===== config.mk =====
export PLATFORM = sky130hd
export DESIGN_NAME = interpreter_vm_alu_16bit_core
export DESIGN_NICKNAME = d
export VERILOG_FILES = /design/src/hw/rtl/ivalu_pkg.sv /design/src/hw/rtl/interpreter_vm_alu_16bit_core.sv
export SDC_FILE = /design/constraint.sdc
export NUM_CORES = 2
export LEC_CHECK = 0
export BUFFER_PORTS_ARGS = -buffer_cell sky130_fd_sc_hd__clkbuf_2
export CORE_MARGIN = 1.5
export CORE_UTILIZATION = 50
export DETAILED_ROUTE_END_ITERATION = 8
export GPL_TIMING_DRIVEN = 1
export PLACE_DENSITY = 0.66
export SLEW_MARGIN = 10
export SYNTH_ARGS = -nofsm -noshare
export SYNTH_HDL_FRONTEND = slang
export SYNTH_SLANG_ARGS = --single-unit

===== constraint.sdc =====
create_clock -name clk -period 37.5 [get_ports clk]
set_clock_uncertainty 0.15 [all_clocks]
set_input_delay 1.875 -clock clk [delete_from_list [all_inputs] [get_ports clk]]
set_output_delay 1.875 -clock clk [all_outputs]
set_load 0.05 [all_outputs]

===== src/hw/rtl/ivalu_pkg.sv =====
// ----------------------------------------------------------------------------
// ivalu_pkg: shared types and helpers for the 16-bit VM ALU
// Opcode codes, pipeline stage record and the restoring divide step.
// ----------------------------------------------------------------------------
package ivalu_pkg;

	localparam int WordW  = 16;
	localparam int DivBitsPerStage = 4;

	typedef enum logic [3:0] {
		OP_ADD    = 4'd0,
		OP_SUB    = 4'd1,
		OP_MUL    = 4'd2,
		OP_DIV    = 4'd3,
		OP_MOD    = 4'd4,
		OP_AND    = 4'd5,
		OP_OR     = 4'd6,
		OP_NOT    = 4'd7,
		OP_ASHIFT = 4'd8,
		OP_LSHIFT = 4'd9,
		OP_JE     = 4'd10,
		OP_JG     = 4'd11,
		OP_JL     = 4'd12,
		OP_JZ     = 4'd13,
		OP_TEST   = 4'd14,
		OP_NOP    = 4'd15
	} op_t;

	typedef struct packed {
		logic             valid;
		logic [WordW-1:0] val;
		logic             br;
		logic             taken;
		logic             err;
		logic             is_div;
		logic             is_mod;
		logic             q_neg;
		logic             r_neg;
		logic [WordW-1:0] rem;
		logic [WordW-1:0] dq;
		logic [WordW-1:0] dv;
	} pipe_t;

	// one restoring step: {rem, dq} with the next quotient bit shifted into dq
	function automatic logic [2*WordW-1:0] div_step(logic [WordW-1:0] rem,
			logic [WordW-1:0] dq, logic [WordW-1:0] dv);
		logic [WordW:0] r2;
		logic [WordW:0] df;
		r2 = {rem, dq[WordW-1]};
		df = r2 - {1'b0, dv};
		if (!df[WordW]) begin
			return {df[WordW-1:0], dq[WordW-2:0], 1'b1};
		end
		return {r2[WordW-1:0], dq[WordW-2:0], 1'b0};
	endfunction

	function automatic pipe_t div_stage(pipe_t p);
		pipe_t r;
		logic [2*WordW-1:0] t;
		r = p;
		for (int i = 0; i < DivBitsPerStage; i++) begin
			t = div_step(r.rem, r.dq, r.dv);
			r.rem = t[2*WordW-1:WordW];
			r.dq  = t[WordW-1:0];
		end
		return r;
	endfunction

endpackage


===== src/hw/rtl/interpreter_vm_alu_16bit_core.sv =====
// ----------------------------------------------------------------------------
// interpreter_vm_alu_16bit_core: 16-bit VM arithmetic and branch unit
// Decode stage, four radix-2 divide stages of four bits each, output register.
// ----------------------------------------------------------------------------
// Throughput: one word per cycle; the whole pipe stalls while m_tvalid
// is high and m_tready is low. The 16-step divide is spread over four stages.
// Reset: arst_n clears all stage valid bits and the output valid.
module interpreter_vm_alu_16bit_core
	import ivalu_pkg::*;
(
	input  logic        clk,
	input  logic        arst_n,
	input  logic        s_tvalid,
	output logic        s_tready,
	// [3:0] opcode, [19:4] operand_a, [35:20] operand_b, [51:36] operand_c,
	// [67:52] operand_d, [70:68] arg_count, [71] zero
	input  logic [71:0] s_tdata,
	output logic        m_tvalid,
	input  logic        m_tready,
	// [15:0] store_value, [16] branch_taken, [17] divide_error, [23:18] zero
	output logic [23:0] m_tdata,
	// [0] is_branch
	output logic        m_tuser
);

	logic adv;
	pipe_t nxt_s1, p_s1, p_s2, p_s3, p_s4, p_s5;
	logic [23:0] data_q;
	logic        user_q;
	logic        valid_q;

	assign adv      = !valid_q || m_tready;
	assign s_tready = adv;

	// decode stage
	always_comb begin
		op_t op;
		logic [15:0] a, b, c, d, mag, mb;
		logic [2:0] n;
		logic [31:0] prod;
		op = op_t'(s_tdata[3:0]);
		a  = s_tdata[19:4];
		b  = s_tdata[35:20];
		c  = s_tdata[51:36];
		d  = s_tdata[67:52];
		n  = s_tdata[70:68];
		prod = a * b;
		mag  = ~b + 16'd1;
		mb   = b[15] ? mag : b;
		nxt_s1 = '0;
		nxt_s1.valid = s_tvalid;
		nxt_s1.dv    = b[15] ? mag : b;
		nxt_s1.dq    = a[15] ? (~a + 16'd1) : a;
		nxt_s1.q_neg = a[15] ^ b[15];
		nxt_s1.r_neg = a[15];
		unique case (op)
			OP_ADD: nxt_s1.val = a + b;
			OP_SUB: nxt_s1.val = a - b;
			OP_MUL: nxt_s1.val = prod[15:0];
			OP_DIV, OP_MOD: begin
				if (b == 16'd0) begin
					nxt_s1.err = 1'b1;
				end else begin
					nxt_s1.is_div = (op == OP_DIV);
					nxt_s1.is_mod = (op == OP_MOD);
				end
			end
			OP_AND: nxt_s1.val = a & b;
			OP_OR:  nxt_s1.val = a | b;
			OP_NOT: nxt_s1.val = ~a;
			OP_ASHIFT, OP_LSHIFT: begin
				// positive count shifts left, zero or negative shifts right
				if (!b[15] && b != 16'd0) begin
					nxt_s1.val = (mb >= 16'd16) ? 16'd0 : (a << mb[3:0]);
				end else if (op == OP_ASHIFT) begin
					nxt_s1.val = (mb >= 16'd16) ? {16{a[15]}}
						: 16'($signed(a) >>> mb[3:0]);
				end else begin
					nxt_s1.val = (mb >= 16'd16) ? 16'd0 : (a >> mb[3:0]);
				end
			end
			OP_JE: begin
				nxt_s1.br = 1'b1;
				nxt_s1.taken = (n > 3'd1 && a == b) || (n > 3'd2 && a == c)
					|| (n > 3'd3 && a == d);
			end
			OP_JG: begin
				nxt_s1.br = 1'b1;
				nxt_s1.taken = $signed(a) > $signed(b);
			end
			OP_JL: begin
				nxt_s1.br = 1'b1;
				nxt_s1.taken = $signed(a) < $signed(b);
			end
			OP_JZ: begin
				nxt_s1.br = 1'b1;
				nxt_s1.taken = (a == 16'd0);
			end
			OP_TEST: begin
				nxt_s1.br = 1'b1;
				nxt_s1.taken = ((a & b) == b);
			end
			default: ;
		endcase
	end

	always_ff @(posedge clk or negedge arst_n) begin
		if (!arst_n) begin
			p_s1.valid <= 1'b0;
			p_s2.valid <= 1'b0;
			p_s3.valid <= 1'b0;
			p_s4.valid <= 1'b0;
			p_s5.valid <= 1'b0;
			valid_q    <= 1'b0;
		end else if (adv) begin
			p_s1 <= nxt_s1;
			p_s2 <= div_stage(p_s1);
			p_s3 <= div_stage(p_s2);
			p_s4 <= div_stage(p_s3);
			p_s5 <= div_stage(p_s4);
			valid_q <= p_s5.valid;
		end
	end

	// sign fix and result select
	always_ff @(posedge clk) begin
		if (adv) begin
			data_q[23:18] <= '0;
			if (p_s5.is_div) begin
				data_q[15:0] <= p_s5.q_neg ? (~p_s5.dq + 16'd1) : p_s5.dq;
			end else if (p_s5.is_mod) begin
				data_q[15:0] <= p_s5.r_neg ? (~p_s5.rem + 16'd1) : p_s5.rem;
			end else begin
				data_q[15:0] <= p_s5.val;
			end
			data_q[16] <= p_s5.taken;
			data_q[17] <= p_s5.err;
			user_q     <= p_s5.br;
		end
	end

	assign m_tvalid = valid_q;
	assign m_tdata  = data_q;
	assign m_tuser  = user_q;

endmodule


==> run summary <==
result of the run -> completed
clock latency at the later pin of the worst-skew pair -> 0.56 ns
hold-fix buffer count after cts -> 0
buffer count from post-CTS setup fixing -> 0
final routed wire length divided by cell count -> 18.6 microns
Rel. slew slack -> 19.2%
worst hold-check path type -> flop to flop
count of final max-slew check failures -> 0
combined global-route utilization of all metal layers -> 24.8%
antenna violation net count after detailed routing -> 0
count of flip-flops with a built-in enable after synthesis -> 342
area of the mapped netlist -> 34700 sq um
Hold Violations, Final -> 0
data arrival time of the critical path -> 15.19 ns
filler cell count in the final layout -> 6311
vias after detailed routing -> 28300
layout overhead on the synthesized area -> 7.44%
Seq/Total Area, Yosys -> 30.0%
gp weighted congestion -> 0.942
effective utilization at floorplan -> 50.5%
crit path launch type -> flop
via count of the first global-routing pass -> 26300
global-route wire length before repair -> 140000 microns
clock buffers created by TritonCTS -> 37
FMAX -> 0.0665 GHz
First-pass DRT Iterations -> 6
Core Area -> 68700 sq um
final non-filler cell area -> 37300 sq um
vertical die dimension -> 267 microns
placed wire-length estimate -> 68900 microns
Setup-failing EPs final -> 0
final hold slack -> 0.248 ns
io pins -> 103
initial antenna violation count -> 2
worst-path fanout max -> 24
vias per std cell -> 5.87
post-route fraction of the period consumed by the critical path -> 40.1%
DIE WIDTH -> 267 microns
cell area after placement -> 36100 sq um
clock sink count -> 348
critical path data required time -> 37.65 ns
highest-count cells in the layout ignoring fill and taps -> 360 x sky130_fd_sc_hd__ha_1, 349 x sky130_fd_sc_hd__nand2_1, 343 x sky130_fd_sc_hd__nor2_1, 342 x sky130_fd_sc_hd__edfxtp_1, 300 x sky130_fd_sc_hd__inv_1
DRT iter0 DRCs -> 2233
Die Footprint -> 71100 sq um
clock slew seen by the registers of the worst setup and hold paths -> 0.06 ns
Final Critical Period -> 15.03 ns
number of maximum-capacitance violations -> 0
slowest cell delay on critical path -> 0.88 ns
overflow left after global routing -> 0
gate count after technology mapping -> 3820
Bufs on Longest Clock Path -> 3
post-route DRC violation count -> 0
maximum number of pins on one net before global-route repair -> 200
critical path class -> flop to flop
setup repair after global routing missed its margin -> false
fin nets -> 4392
CP most frequent cell -> sky130_fd_sc_hd__inv_1
CTS-repair resized insts -> 0
proportion of register bits with asynchronous set or reset after synthesis -> 1.72%
num rows -> 96
total wire length -> 89800 microns
number of different library cells in the post-synthesis netlist -> 88
Port Buf Inserts -> 95
Post-synth top flop -> sky130_fd_sc_hd__edfxtp_1
Fin Setup TNS -> 0 ns
Clock Tree Root -> sky130_fd_sc_hd__clkbuf_16
H-Tree Level Count -> 2
clock tree from TritonCTS -> done
number of synthesis warnings -> 0
commonest non-fill, non-tap cell in the layout -> sky130_fd_sc_hd__ha_1
number of storage elements in the synthesis netlist -> 348
pin slew with the least headroom to its limit -> 1.20 ns
per-instance average area after synthesis -> 9.09 sq um
CP endpoint kind -> flop
fraction of final layout cells sized beyond drive strength 1 -> 7.98%
Max stage delay cell, worst path -> sky130_fd_sc_hd__o21ai_2
state kept, by name (all words and copies together), names as in the netlist:
register,cells
m_tdata,18
m_tuser,1
m_tvalid,1
p_s1,56
p_s2,72
p_s3,72
p_s4,72
p_s5,56
synth_stat cells, drive strengths merged, types with 46 or more instances:
| cell | count | area [sq um] |
|---|---|---|
| nor3 | 76 | 380 |
| mux2 | 87 | 983 |
| o21a | 61 | 458 |
| nor2b | 67 | 419 |
| edfxtp | 342 | 10300 |
| nand2 | 349 | 1310 |
| xor2 | 84 | 736 |
| ha | 360 | 4500 |
| a21o | 58 | 435 |
| mux2i | 59 | 591 |
| fa | 97 | 1940 |
| nor2 | 343 | 1290 |
| clkbuf | 108 | 405 |
| inv | 303 | 1140 |
| nand2b | 46 | 288 |
| o21ai | 248 | 1240 |
| xnor2 | 230 | 2040 |
| nand3 | 50 | 250 |
| a21oi | 231 | 1160 |
logic make-up after synthesis:
group	synth area share, %
AO/OA/AOI/OAI	18.7
XOR/XNOR	7.99
adder cells (fa/ha/maj)	18.6
buffers and inverters	4.91
flip-flops	30.0
multiplexers	4.86
other	0.0108
AND/OR/NAND/NOR	15.0
critical path: cells and delay by family (launching register included):
kind | cells | cell delay [ns]
muxes | 1 | 0.22
buffers and inverters | 7 | 1.65
AOI/OAI and AO/OA | 22 | 7.46
DFF | 1 | 0.53
adders and majority gates | 4 | 1.52
and+or+nand+nor | 15 | 3.20
metal layers:
metal  GRT usage [%]  part of all wire [%]  up-vias
li1                -                     -    13900
met1            32.7                    44    13300
met2            41.5                    47      823
met3            3.40                   5.8      199
met4            8.89                   3.6        4
met5           0.347                 0.039        -
cell type report:
type / instances / area, sq um / area share (%)
Timing Repair Buffer: 122 / 691 / 1.85
Multi-Input combinational cell: 3039 / 22700 / 60.8
Sequential cell: 348 / 10400 / 27.9
Clock buffer: 45 / 977 / 2.62
Tap cell: 931 / 1160 / 3.12
Clock inverter: 20 / 189 / 0.506
Antenna cell: 1 / 2.50 / 0.00671
Inverter: 311 / 1170 / 3.13
path summary, 6_finish.rpt:
check | cells past startpoint | slack [ns] | to | from
min in group asynchronous | 1 | 1.00 | p_s1[71]$_DFFE_PN0N_ | arst_n
worst min-delay path | 0 | 0.25 | p_s5[25]$_DFFE_PP_ | p_s4[21]$_DFFE_PP_
worst max-delay path | 49 | 22.47 | p_s4[41]$_DFFE_PP_ | p_s3[1]$_DFFE_PP_
worst min register to register | 0 | 0.25 | p_s5[25]$_DFFE_PP_ | p_s4[21]$_DFFE_PP_
max in group asynchronous | 1 | 36.03 | m_tvalid$_DFFE_PN0N_ | arst_n
worst max register to register | 49 | 22.47 | p_s4[41]$_DFFE_PP_ | p_s3[1]$_DFFE_PP_
stage by stage:
stage                     util (%)  std cells  setup WS, ns
after detailed placement      52.6       4751         22.52
after floorplan                  -       3832         20.14
after global placement        52.6       4751         22.55
final                         54.3       4817         22.47
after global routing          54.3       4817         21.27
after CTS                     54.3       4816         22.49
Power is left out: the tool's default activity adds up to more than one toggle a clock period on the data nets, which glitch-free logic cannot reach.
